$ cat src/design/sce_pkg.sv
`default_nettype none
package sce_pkg;

    localparam int MAX_CODE_LEN = 64;

    localparam int LEN_W  = 7;
    localparam int MSG_LEN_W = 6;
    localparam int POLY_W = 64;
    localparam int MSG_W  = 63;
    localparam int CW_W   = 64;
    localparam int PAR_W  = 63;
    localparam int STAT_W = 2;
    localparam int DEG_W  = 6;
    localparam int CFG_IDX_W = 2;

    localparam logic [CFG_IDX_W-1:0] CFG_CODE_LEN = 2'd0;
    localparam logic [CFG_IDX_W-1:0] CFG_MSG_LEN  = 2'd1;
    localparam logic [CFG_IDX_W-1:0] CFG_GEN_POLY = 2'd2;

    localparam logic [LEN_W-1:0]     RST_CODE_LEN = 7'd7;
    localparam logic [MSG_LEN_W-1:0] RST_MSG_LEN  = 6'd4;
    localparam logic [POLY_W-1:0]    RST_GEN_POLY = 64'd11;

    localparam logic [STAT_W-1:0] STAT_OK     = 2'd0;
    localparam logic [STAT_W-1:0] STAT_DEGREE = 2'd1;
    localparam logic [STAT_W-1:0] STAT_NODIV  = 2'd2;
    localparam logic [STAT_W-1:0] STAT_LONG   = 2'd3;

    typedef enum logic [5:0] {
        ST_IDLE  = 6'b000001,
        ST_CHECK = 6'b000010,
        ST_POW   = 6'b000100,
        ST_PCHK  = 6'b001000,
        ST_DIV   = 6'b010000,
        ST_DONE  = 6'b100000
    } state_t;

endpackage
`default_nettype wire

$ cat src/design/sce_div_step.sv
`default_nettype none
module sce_div_step (
    input  wire logic [sce_pkg::PAR_W-1:0]  rem_in,
    input  wire logic                       bit_in,
    input  wire logic [sce_pkg::DEG_W-1:0]  deg,
    input  wire logic [sce_pkg::POLY_W-1:0] gen,
    output logic      [sce_pkg::PAR_W-1:0]  rem_out
);

    logic [sce_pkg::POLY_W-1:0] shifted;

    always_comb
    begin
        shifted = {rem_in, 1'b0} ^ (sce_pkg::POLY_W'(bit_in) << deg);
        if (shifted[deg])
        begin
            shifted = shifted ^ gen;
        end
        rem_out = shifted[sce_pkg::PAR_W-1:0];
    end

endmodule
`default_nettype wire

$ cat src/design/systematic_cyclic_encoder.sv
// channel  | handshake             | payload
// ---------+-----------------------+-------------------------------------
// input    | in_valid / in_ready   | message_word
// output   | out_valid / out_ready | codeword, parity_bits, status
// config   | cfg_we                | cfg_index, cfg_data
//
// A failed length, degree or message check skips both divisions, and an
// item whose g(x) does not divide x^l+1 ends before the parity division.
// The single GF(2) shift-and-reduce step runs once per cycle: l times for
// x^l mod g(x), then k times for the parity. rst_n clears the sequencer,
// the output valid and loads the default configuration. A stalled output
// holds its item; the next item is taken meanwhile and waits at the end.
`default_nettype none
module systematic_cyclic_encoder (
    input  wire logic                          clk,
    input  wire logic                          rst_n,
    input  wire logic                          cfg_we,
    input  wire logic [sce_pkg::CFG_IDX_W-1:0] cfg_index,
    input  wire logic [sce_pkg::POLY_W-1:0]    cfg_data,
    input  wire logic                          in_valid,
    output logic                               in_ready,
    input  wire logic [sce_pkg::MSG_W-1:0]     message_word,
    output logic                               out_valid,
    input  wire logic                          out_ready,
    output logic      [sce_pkg::CW_W-1:0]      codeword,
    output logic      [sce_pkg::PAR_W-1:0]     parity_bits,
    output logic      [sce_pkg::STAT_W-1:0]    status
);

    logic [sce_pkg::LEN_W-1:0]     code_len_reg;
    logic [sce_pkg::MSG_LEN_W-1:0] msg_len_reg;
    logic [sce_pkg::POLY_W-1:0]    gen_reg;

    sce_pkg::state_t               state_reg, state_next;
    logic [sce_pkg::MSG_W-1:0]     msg_reg, msg_next;
    logic [sce_pkg::PAR_W-1:0]     rem_reg, rem_next;
    logic [sce_pkg::LEN_W-1:0]     cnt_reg, cnt_next;
    logic [sce_pkg::DEG_W-1:0]     deg_reg, deg_next;
    logic [sce_pkg::STAT_W-1:0]    stat_reg, stat_next;

    logic                          out_valid_reg, out_valid_next;
    logic [sce_pkg::CW_W-1:0]      cw_reg, cw_next;
    logic [sce_pkg::PAR_W-1:0]     par_reg, par_next;
    logic [sce_pkg::STAT_W-1:0]    ostat_reg, ostat_next;

    logic [sce_pkg::DEG_W-1:0]     deg_calc;
    logic                          len_ok;
    logic                          deg_ok;
    logic                          msg_long;
    logic [sce_pkg::POLY_W-1:0]    gen_low_mask;
    logic [sce_pkg::MSG_W-1:0]     msg_low_mask;
    logic                          step_bit;
    logic [sce_pkg::PAR_W-1:0]     step_rem;
    logic                          out_free;

    sce_div_step u_step (
        .rem_in  (rem_reg),
        .bit_in  (step_bit),
        .deg     (deg_reg),
        .gen     (gen_reg),
        .rem_out (step_rem)
    );

    always_ff @(posedge clk or negedge rst_n)
    begin
        if (!rst_n)
        begin
            code_len_reg <= sce_pkg::RST_CODE_LEN;
            msg_len_reg  <= sce_pkg::RST_MSG_LEN;
            gen_reg      <= sce_pkg::RST_GEN_POLY;
        end
        else if (cfg_we)
        begin
            unique case (cfg_index)
                sce_pkg::CFG_CODE_LEN: code_len_reg <= cfg_data[sce_pkg::LEN_W-1:0];
                sce_pkg::CFG_MSG_LEN:  msg_len_reg  <= cfg_data[sce_pkg::MSG_LEN_W-1:0];
                sce_pkg::CFG_GEN_POLY: gen_reg      <= cfg_data;
                default:               ;
            endcase
        end
    end

    assign deg_calc = sce_pkg::DEG_W'(code_len_reg - {1'b0, msg_len_reg});
    assign len_ok   = (code_len_reg >= sce_pkg::LEN_W'(2))
                   && (code_len_reg <= sce_pkg::LEN_W'(sce_pkg::MAX_CODE_LEN))
                   && (msg_len_reg != '0)
                   && ({1'b0, msg_len_reg} < code_len_reg);
    assign gen_low_mask = (sce_pkg::POLY_W'(2) << deg_calc) - sce_pkg::POLY_W'(1);
    assign deg_ok   = gen_reg[deg_calc] && ((gen_reg & ~gen_low_mask) == '0);
    assign msg_low_mask = sce_pkg::MSG_W'((sce_pkg::POLY_W'(1) << msg_len_reg)
                                          - sce_pkg::POLY_W'(1));
    assign msg_long = |(msg_reg & ~msg_low_mask);
    assign out_free = !out_valid_reg || out_ready;

    always_comb
    begin
        state_next     = state_reg;
        msg_next       = msg_reg;
        rem_next       = rem_reg;
        cnt_next       = cnt_reg;
        deg_next       = deg_reg;
        stat_next      = stat_reg;
        out_valid_next = out_valid_reg;
        cw_next        = cw_reg;
        par_next       = par_reg;
        ostat_next     = ostat_reg;
        step_bit       = 1'b0;

        if (out_valid_reg && out_ready)
        begin
            out_valid_next = 1'b0;
        end

        unique case (state_reg)
            sce_pkg::ST_IDLE:
            begin
                if (in_valid)
                begin
                    msg_next   = message_word;
                    state_next = sce_pkg::ST_CHECK;
                end
            end
            sce_pkg::ST_CHECK:
            begin
                deg_next = deg_calc;
                rem_next = sce_pkg::PAR_W'(1);
                cnt_next = code_len_reg;
                if (!len_ok || !deg_ok)
                begin
                    stat_next  = sce_pkg::STAT_DEGREE;
                    state_next = sce_pkg::ST_DONE;
                end
                else if (msg_long)
                begin
                    stat_next  = sce_pkg::STAT_LONG;
                    state_next = sce_pkg::ST_DONE;
                end
                else
                begin
                    stat_next  = sce_pkg::STAT_OK;
                    state_next = sce_pkg::ST_POW;
                end
            end
            sce_pkg::ST_POW:
            begin
                rem_next = step_rem;
                cnt_next = cnt_reg - sce_pkg::LEN_W'(1);
                if (cnt_reg == sce_pkg::LEN_W'(1))
                begin
                    state_next = sce_pkg::ST_PCHK;
                end
            end
            sce_pkg::ST_PCHK:
            begin
                rem_next = '0;
                cnt_next = {1'b0, msg_len_reg};
                if (rem_reg != sce_pkg::PAR_W'(1))
                begin
                    stat_next  = sce_pkg::STAT_NODIV;
                    state_next = sce_pkg::ST_DONE;
                end
                else
                begin
                    state_next = sce_pkg::ST_DIV;
                end
            end
            sce_pkg::ST_DIV:
            begin
                step_bit = msg_reg[sce_pkg::DEG_W'(cnt_reg - sce_pkg::LEN_W'(1))];
                rem_next = step_rem;
                cnt_next = cnt_reg - sce_pkg::LEN_W'(1);
                if (cnt_reg == sce_pkg::LEN_W'(1))
                begin
                    state_next = sce_pkg::ST_DONE;
                end
            end
            sce_pkg::ST_DONE:
            begin
                if (out_free)
                begin
                    out_valid_next = 1'b1;
                    ostat_next     = stat_reg;
                    if (stat_reg == sce_pkg::STAT_OK)
                    begin
                        par_next = rem_reg;
                        cw_next  = (sce_pkg::CW_W'(msg_reg) << deg_reg)
                                 | sce_pkg::CW_W'(rem_reg);
                    end
                    else
                    begin
                        par_next = '0;
                        cw_next  = '0;
                    end
                    state_next = sce_pkg::ST_IDLE;
                end
            end
            default:
            begin
                state_next = sce_pkg::ST_IDLE;
            end
        endcase
    end

    always_ff @(posedge clk or negedge rst_n)
    begin
        if (!rst_n)
        begin
            state_reg     <= sce_pkg::ST_IDLE;
            out_valid_reg <= 1'b0;
            cnt_reg       <= '0;
            stat_reg      <= sce_pkg::STAT_OK;
        end
        else
        begin
            state_reg     <= state_next;
            out_valid_reg <= out_valid_next;
            cnt_reg       <= cnt_next;
            stat_reg      <= stat_next;
        end
    end

    always_ff @(posedge clk)
    begin
        msg_reg   <= msg_next;
        rem_reg   <= rem_next;
        deg_reg   <= deg_next;
        cw_reg    <= cw_next;
        par_reg   <= par_next;
        ostat_reg <= ostat_next;
    end

    assign in_ready    = (state_reg == sce_pkg::ST_IDLE);
    assign out_valid   = out_valid_reg;
    assign codeword    = cw_reg;
    assign parity_bits = par_reg;
    assign status      = ostat_reg;

endmodule
`default_nettype wire

$ cat config.mk
export PLATFORM = sky130hd
export DESIGN_NAME = systematic_cyclic_encoder
export DESIGN_NICKNAME = d
export VERILOG_FILES = /design/src/design/sce_pkg.sv /design/src/design/sce_div_step.sv /design/src/design/systematic_cyclic_encoder.sv
export SDC_FILE = /design/constraint.sdc
export NUM_CORES = 1
export LEC_CHECK = 0
export ABC_AREA = 1
export BUFFER_PORTS_ARGS = -buffer_cell sky130_fd_sc_hd__buf_2
export CELL_PAD_IN_SITES_DETAIL_PLACEMENT = 1
export CELL_PAD_IN_SITES_GLOBAL_PLACEMENT = 1
export CORE_MARGIN = 10
export CORE_UTILIZATION = 44
export CTS_CLUSTER_DIAMETER = 100
export DETAILED_ROUTE_END_ITERATION = 8
export PLACE_DENSITY = 0.86
export SETUP_SLACK_MARGIN = 0.2
export SLEW_MARGIN = 20
export SYNTH_ARGS = -nofsm -noshare
export SYNTH_HDL_FRONTEND = slang
export SYNTH_SLANG_ARGS = --single-unit
$ cat constraint.sdc
create_clock -name clk -period 8.2 [get_ports clk]
set_clock_uncertainty 0.05 [all_clocks]
set_input_delay 0.41 -clock clk [delete_from_list [all_inputs] [get_ports clk]]
set_output_delay 0.41 -clock clk [all_outputs]
set_load 0.03 [all_outputs]
==> impl_metrics.tcl, run 1 <==
set metrics [dict create \
    intPower_mw 4.87 \
    min_from "cfg_data[24]" \
    worstHoldEndpoint "gen_reg[24]$_DFFE_PN0P_" \
    postPlaceCellArea_um2 27800 \
    ant_nets 0 \
    synth_nets 3860 \
    drtIter0Drc 3648 \
    setup_viol 0 \
    cp-startpoint "cnt_reg[0]$_DFFE_PN0P_" \
    die_h_um 264 \
    slew_headroom_pct 27.4 \
    rsz0062_at_grt "no" \
    dieArea_um2 69500 \
    r2r_cells 26 \
    seqCellArea_um2 10200 \
    synthTopCellsByArea "edfxtp_1, nand2_1, nand3_1" \
    final_core_util_pct 51.1 \
    yosysSeqAreaShare_pct 38.9 \
    die_x_um 264 \
    place_ws_ns 2.56 \
    syn_inst 3710 \
    cts_tree "done" \
    cp-end-kind "register" \
    area_growth_pct 15.1 \
    cts_buffers 40 \
    vias_per_cell 6.13 \
    antenna_found_initial 6 \
    routedWlPerCell_um 25.7 \
    critPathKind "register to register" \
    cp.arrival_ns 6.26 \
    hp-class "input pin to register" \
    cts-root-buf "clkbuf_16" \
    pin_count 265 \
    gr-total-overflow 0 \
    syn_area_um2 26100 \
    ys_warn_count 0 \
    clk_path_buf_depth 3 \
    num_rows 89 \
    ys_ff_latch 354 \
    grt_pass1_wl_mm 181 \
    portBuffers 264 \
    synth_cell_types 65 \
    core-area_um2 58900 \
    hpwlAfterDp_mm 89.8 \
    cp_max_fo 38 \
    final_common_cell "nand2_1" \
    worst_hold_slack_ns 0.0124 \
    drive_above_1_share_pct 12.3 \
    synth_edf_count 261 \
    worstMarginPinSlew_ns 1.08 \
    drc 0 \
    whs_path_depth 2 \
    insertion_delay_ns 0.61 \
    peakVddDrop_mv 0.182 \
    max_clock_freq_mhz 167 \
    period_needed_ns 6.00 \
    hold_violations 0 \
    r2r-end "rem_reg[14]$_DFFE_PP_" \
    path_clk_slew_ns 0.07 \
    finalCritPeriodShare_pct 73.1 \
    status "completed" \
    place_inst 4578 \
    drv_slew 0 \
    multi_input_area_um2 13900 \
    rrSetupSlack_ns 2.20 \
    final_nets 4088 \
    initial_core_util_pct 44.3 \
    syn_avg_cell_area_um2 7.04 \
    yosys.area.top_type_share_pct 30.0 \
    clock_power_share_pct 19.1 \
    grt_usage_pct 33.5 \
    synth-async-reset-ratio_pct 26.3 \
    cap_violations 0 \
    p_per_area_nw_per_um2 333 \
    synth_flop_cell "edfxtp_1" \
    vias 29100 \
    yosysTopAreaCell "edfxtp_1" \
    cp.required_ns 8.47 \
    p_comb_share_pct 53.3 \
    power.switching_mw 5.16 \
    fillers 7628 \
    r2r-start "cnt_reg[0]$_DFFE_PN0P_" \
    cts_sinks 354 \
    globalplace.congestion 0.998 \
    timing.final.ws_setup_ns 2.20 \
    p_total_mw 10.0 \
    layout_common_cells "nand2_1, nand3_1, nor2_1" \
    seq_power_share_pct 27.6 \
    design_area_um2 30100 \
    wirelength_mm 122 \
    startpoint_type "register" \
    fin_setup_tns_ns 0 \
    drt_pass1_iterations 6 \
    grt_max_degree 89 \
    p_leak_nw 14.0 \
    grt_pass1_vias 28600 \
    p_sw_share_pct 51.5 \
    instances_no_fill 4747 \
    htree_levels 2 \
]
-- final cells by class --
| type | count | area share [%] |
|---|---|---|
| multi-input cells | 2834 | 46.2 |
| flip-flops and latches | 354 | 33.8 |
| repair buffers | 387 | 8.23 |
| inverters | 321 | 4.01 |
| clock buffers | 56 | 3.73 |
| well taps | 773 | 3.22 |
| clock inverters | 18 | 0.799 |
| diodes | 4 | 0.0333 |
-- metal layers --
metal | wire length [um] | share of wire [%] | GRT usage [%]
met5 | 29 | 0.024 | 0
met4 | 5050 | 4.1 | 12.6
met3 | 13900 | 11 | 7.05
met2 | 53800 | 44 | 51.6
met1 | 49400 | 40 | 45.6
-- kinds of logic after synthesis --
| logic type | count (synthesis) | share of synthesized area (%) |
|---|---|---|
| multiplexers | 63 | 2.57 |
| AO/OA/AOI/OAI | 492 | 10.4 |
| AND/OR/NAND/NOR | 2192 | 36.7 |
| XOR/XNOR | 71 | 2.51 |
| buffers and inverters | 522 | 8.06 |
| flip-flops | 354 | 38.9 |
| adder cells (fa/ha/maj) | 16 | 0.795 |
-- worst max-delay path by stage --
stage | to | slack, ns | cells past startpoint
finish | rem_reg[14]$_DFFE_PP_ | 2.20 | 26
global route | rem_reg[31]$_DFFE_PP_ | 1.88 | 26
CTS | rem_reg[14]$_DFFE_PP_ | 2.54 | 26
detailed placement | rem_reg[18]$_DFFE_PP_ | 2.56 | 26
global placement | rem_reg[44]$_DFFE_PP_ | 2.76 | 26
floorplan | codeword[0]$_SDFFCE_PP0P_ | 1.37 | 5
-- synthesized netlist by cell type, types with 4 or more instances --
library cell  number
dfrtp_1           85
mux2_2            33
nand2_2            5
o31ai_1            6
nor2_4            18
nor2_1           409
or2_2              5
nand4_2            7
buf_2             40
edfxtp_1         261
nor3_1            48
inv_1            306
inv_2             11
o221ai_1          10
nand3b_1          10
dfstp_2            8
nor4_1            21
buf_6             11
nand2_1         1063
ha_1              15
nand3_1          470
a31oi_1           10
buf_1             56
o2111ai_1          7
xor2_1            65
clkinv_1           4
mux2i_1           30
clkbuf_1          90
a21boi_0           4
o22ai_1           53
a21oi_1           90
o21ai_1            9
nand4_1          106
o21ai_0          272
o211ai_1          10
nor2_2            13
-- worst max-delay path: stages, from the launching register on --
cell and delay, ns:
dfrtp_1 0.40, inv_2 0.41, ha_1 0.61, inv_2 0.30
nand3_1 0.17, nand3_1 0.09, nand3_1 0.13, nand3_1 0.10
nand3_1 0.12, nand2_2 0.11, nor2_8 0.31, nand4_4 0.17
nor2_4 0.25, nand3_1 0.13, xor2_1 0.34, nand2_1 0.09
nand3_1 0.11, nand3_1 0.11, nand3_1 0.11, nand3_1 0.09
nand3_1 0.16, nand2_2 0.08, inv_2 0.58, buf_4 0.42
nand2_1 0.11, nand2_1 0.09, nor2_1 0.05
-- power groups by stage --
stage               sequential [mW]  clock (mW)  combinational [mW]
floorplan                      2.60           0                3.58
global placement               2.75           0                4.94
detailed placement             2.75           0                5.05
CTS                            2.72        1.90                5.12
global route                   2.76        1.99                5.81
finish                         2.76        1.92                5.34
-- what timing repair did --
item,in CTS,in global routing
resized for setup,0,0
setup buffers,0,0
hold endpoints to repair,138,0
hold buffers,91,0
No activity file was read; power rests on OpenSTA's default activity.
==> run 2, diff against run 1 <==
==> constraint.sdc (replaced) <==
create_clock -name clk -period 5.8 [get_ports clk]
set_clock_uncertainty 0.05 [all_clocks]
set_input_delay 0.29 -clock clk [delete_from_list [all_inputs] [get_ports clk]]
set_output_delay 0.29 -clock clk [all_outputs]
set_load 0.03 [all_outputs]
==> run 2 against run 1 <==
Net effect:
- die area unchanged
- maximum frequency is 11% higher
- sequential power rose by 41%
- core utilization rose by 0.73 points
- sequential share of layout area shrank 0.48 points
- critical endpoint is now rem_reg[49]$_DFFE_PP_
==> impl_metrics.tcl, run 2 (synthesis results as in run 1) <==
set metrics [dict create \
    cts-root-buf "clkbuf_16" \
    path_clk_slew_ns 0.06 \
    final_nets 4135 \
    worstMarginPinSlew_ns 1.10 \
    r2r_cells 24 \
    cp-startpoint "cnt_reg[1]$_DFFE_PN0P_" \
    cts_sinks 354 \
    cap_violations 0 \
    drive_above_1_share_pct 12.4 \
    setup_viol 0 \
    startpoint_type "register" \
    cp-end-kind "register" \
    p_per_area_nw_per_um2 464 \
    rrSetupSlack_ns 0.39 \
    dieArea_um2 69500 \
    ant_nets 0 \
    wirelength_mm 124 \
    r2r-start "cnt_reg[1]$_DFFE_PN0P_" \
    hold_violations 0 \
    status "completed" \
    grt_pass1_wl_mm 183 \
    grt_max_degree 130 \
    vias_per_cell 6.14 \
    max_clock_freq_mhz 185 \
    die_h_um 264 \
    portBuffers 264 \
    insertion_delay_ns 0.62 \
    initial_core_util_pct 44.3 \
    antenna_found_initial 9 \
    critPathKind "register to register" \
    crit_end "rem_reg[49]$_DFFE_PP_" \
    die_x_um 264 \
    finalCritPeriodShare_pct 93.3 \
    area_growth_pct 16.8 \
    routedWlPerCell_um 25.8 \
    final_common_cell "nand2_1" \
    htree_levels 2 \
    r2r-end "rem_reg[49]$_DFFE_PP_" \
    cp.required_ns 6.07 \
    peakVddDrop_mv 0.275 \
    slew_headroom_pct 26.8 \
    globalplace.congestion 0.998 \
    hp-class "input pin to register" \
    drt_pass1_iterations 5 \
    rsz0062_at_grt "no" \
    grt_pass1_vias 29200 \
    drv_slew 0 \
    num_rows 89 \
    layout_common_cells "nand2_1, nand3_1, nor2_1" \
    p_leak_nw 14.2 \
    period_needed_ns 5.41 \
    drc 0 \
    cp_max_fo 48 \
    cts_buffers 41 \
    vias 29400 \
    cp.arrival_ns 5.68 \
    clk_path_buf_depth 3 \
    pin_count 265 \
    drtIter0Drc 3531 \
    final_core_util_pct 51.8 \
    gr-total-overflow 0 \
    cts_tree "done" \
    fin_setup_tns_ns 0 \
    grt_usage_pct 33.9 \
    hpwlAfterDp_mm 89.5 \
    core-area_um2 58900 \
]
-- run 2: through the flow --
stage	cell area (um2)	hold WS, ns	setup WS, ns	total power, mW	instances
after floorplan	26100	-0.0556	1.14	8.73	3710
after global placement	27900	0.244	0.645	10.9	4587
after CTS	30500	0.00396	0.541	13.7	4788
after global routing	30500	0.0487	0.206	14.9	4794
final	30500	0.0376	0.390	14.2	4795
after detailed placement	27900	0.246	0.584	11.0	4587
-- run 2: area by class of cell --
class                      instances  area, um2
timing repair buffer             433       2940
inverter                         321       1210
sequential                       354      10200
clock inverter                    21        214
multi-input combinational       2834      13900
tap                              773        967
clock buffer                      52       1110
antenna                            7       17.5
fill                            7569      28400
-- run 2: worst min path at each step --
| stage | from | slack, ns | depth (start not counted) | to |
|---|---|---|---|---|
| floorplan | rst_n | -0.06 | 0 | cnt_reg[0]$_DFFE_PN0P_ |
| CTS | cfg_data[0] | 0.004 | 3 | msg_len_reg[0]$_DFFE_PN0P_ |
| global route | cfg_data[1] | 0.05 | 3 | code_len_reg[1]$_DFFE_PN1P_ |
| detailed placement | rst_n | 0.25 | 1 | gen_reg[60]$_DFFE_PN0P_ |
| global placement | rst_n | 0.24 | 1 | gen_reg[60]$_DFFE_PN0P_ |
| finish | cfg_data[1] | 0.04 | 3 | msg_len_reg[1]$_DFFE_PN0P_ |
-- run 2: per-layer routing --
metal	global-route usage, %	vias up	wire (um)
met1	44.4	14200	49000
li1	-	13100	-
met3	7.35	366	13600
met2	51.3	1797	53900
met5	0	-	40
met4	18.4	4	7340
-- run 2: critical path, stage by stage (launching register included) --
cell and delay (ns):
dfrtp_1 0.37, inv_1 0.11, ha_1 0.51, inv_2 0.24, nand3_1 0.19, nand3_1 0.12
nand3_1 0.16, nand3_1 0.10, nand3_1 0.16, nand2_2 0.11, nor2_8 0.26, nand4_2 0.19
nor4_1 0.81, nor2_1 0.10, nand2_1 0.11, nand3_1 0.08, nand3_1 0.14, nand3_1 0.14
nand3_1 0.21, nand2_2 0.08, inv_2 0.29, buf_12 0.31, nand2_1 0.11, nand2_1 0.08
nor2_1 0.05
-- run 2: what timing repair did --
action,CTS,global route
gates resized for setup,0,2
setup endpoints to repair,0,1
endpoints found under the hold margin,170,0
setup buffers,0,0
hold buffers,128,0
-- run 2: report_power, final --
| part | internal (mW) | switching (mW) | total, mW |
|---|---|---|---|
| logic | 2.15 | 5.46 | 7.61 |
| registers | 3.27 | 0.617 | 3.89 |
| clock network | 1.42 | 1.22 | 2.65 |
| total | 6.85 | 7.30 | 14.2 |
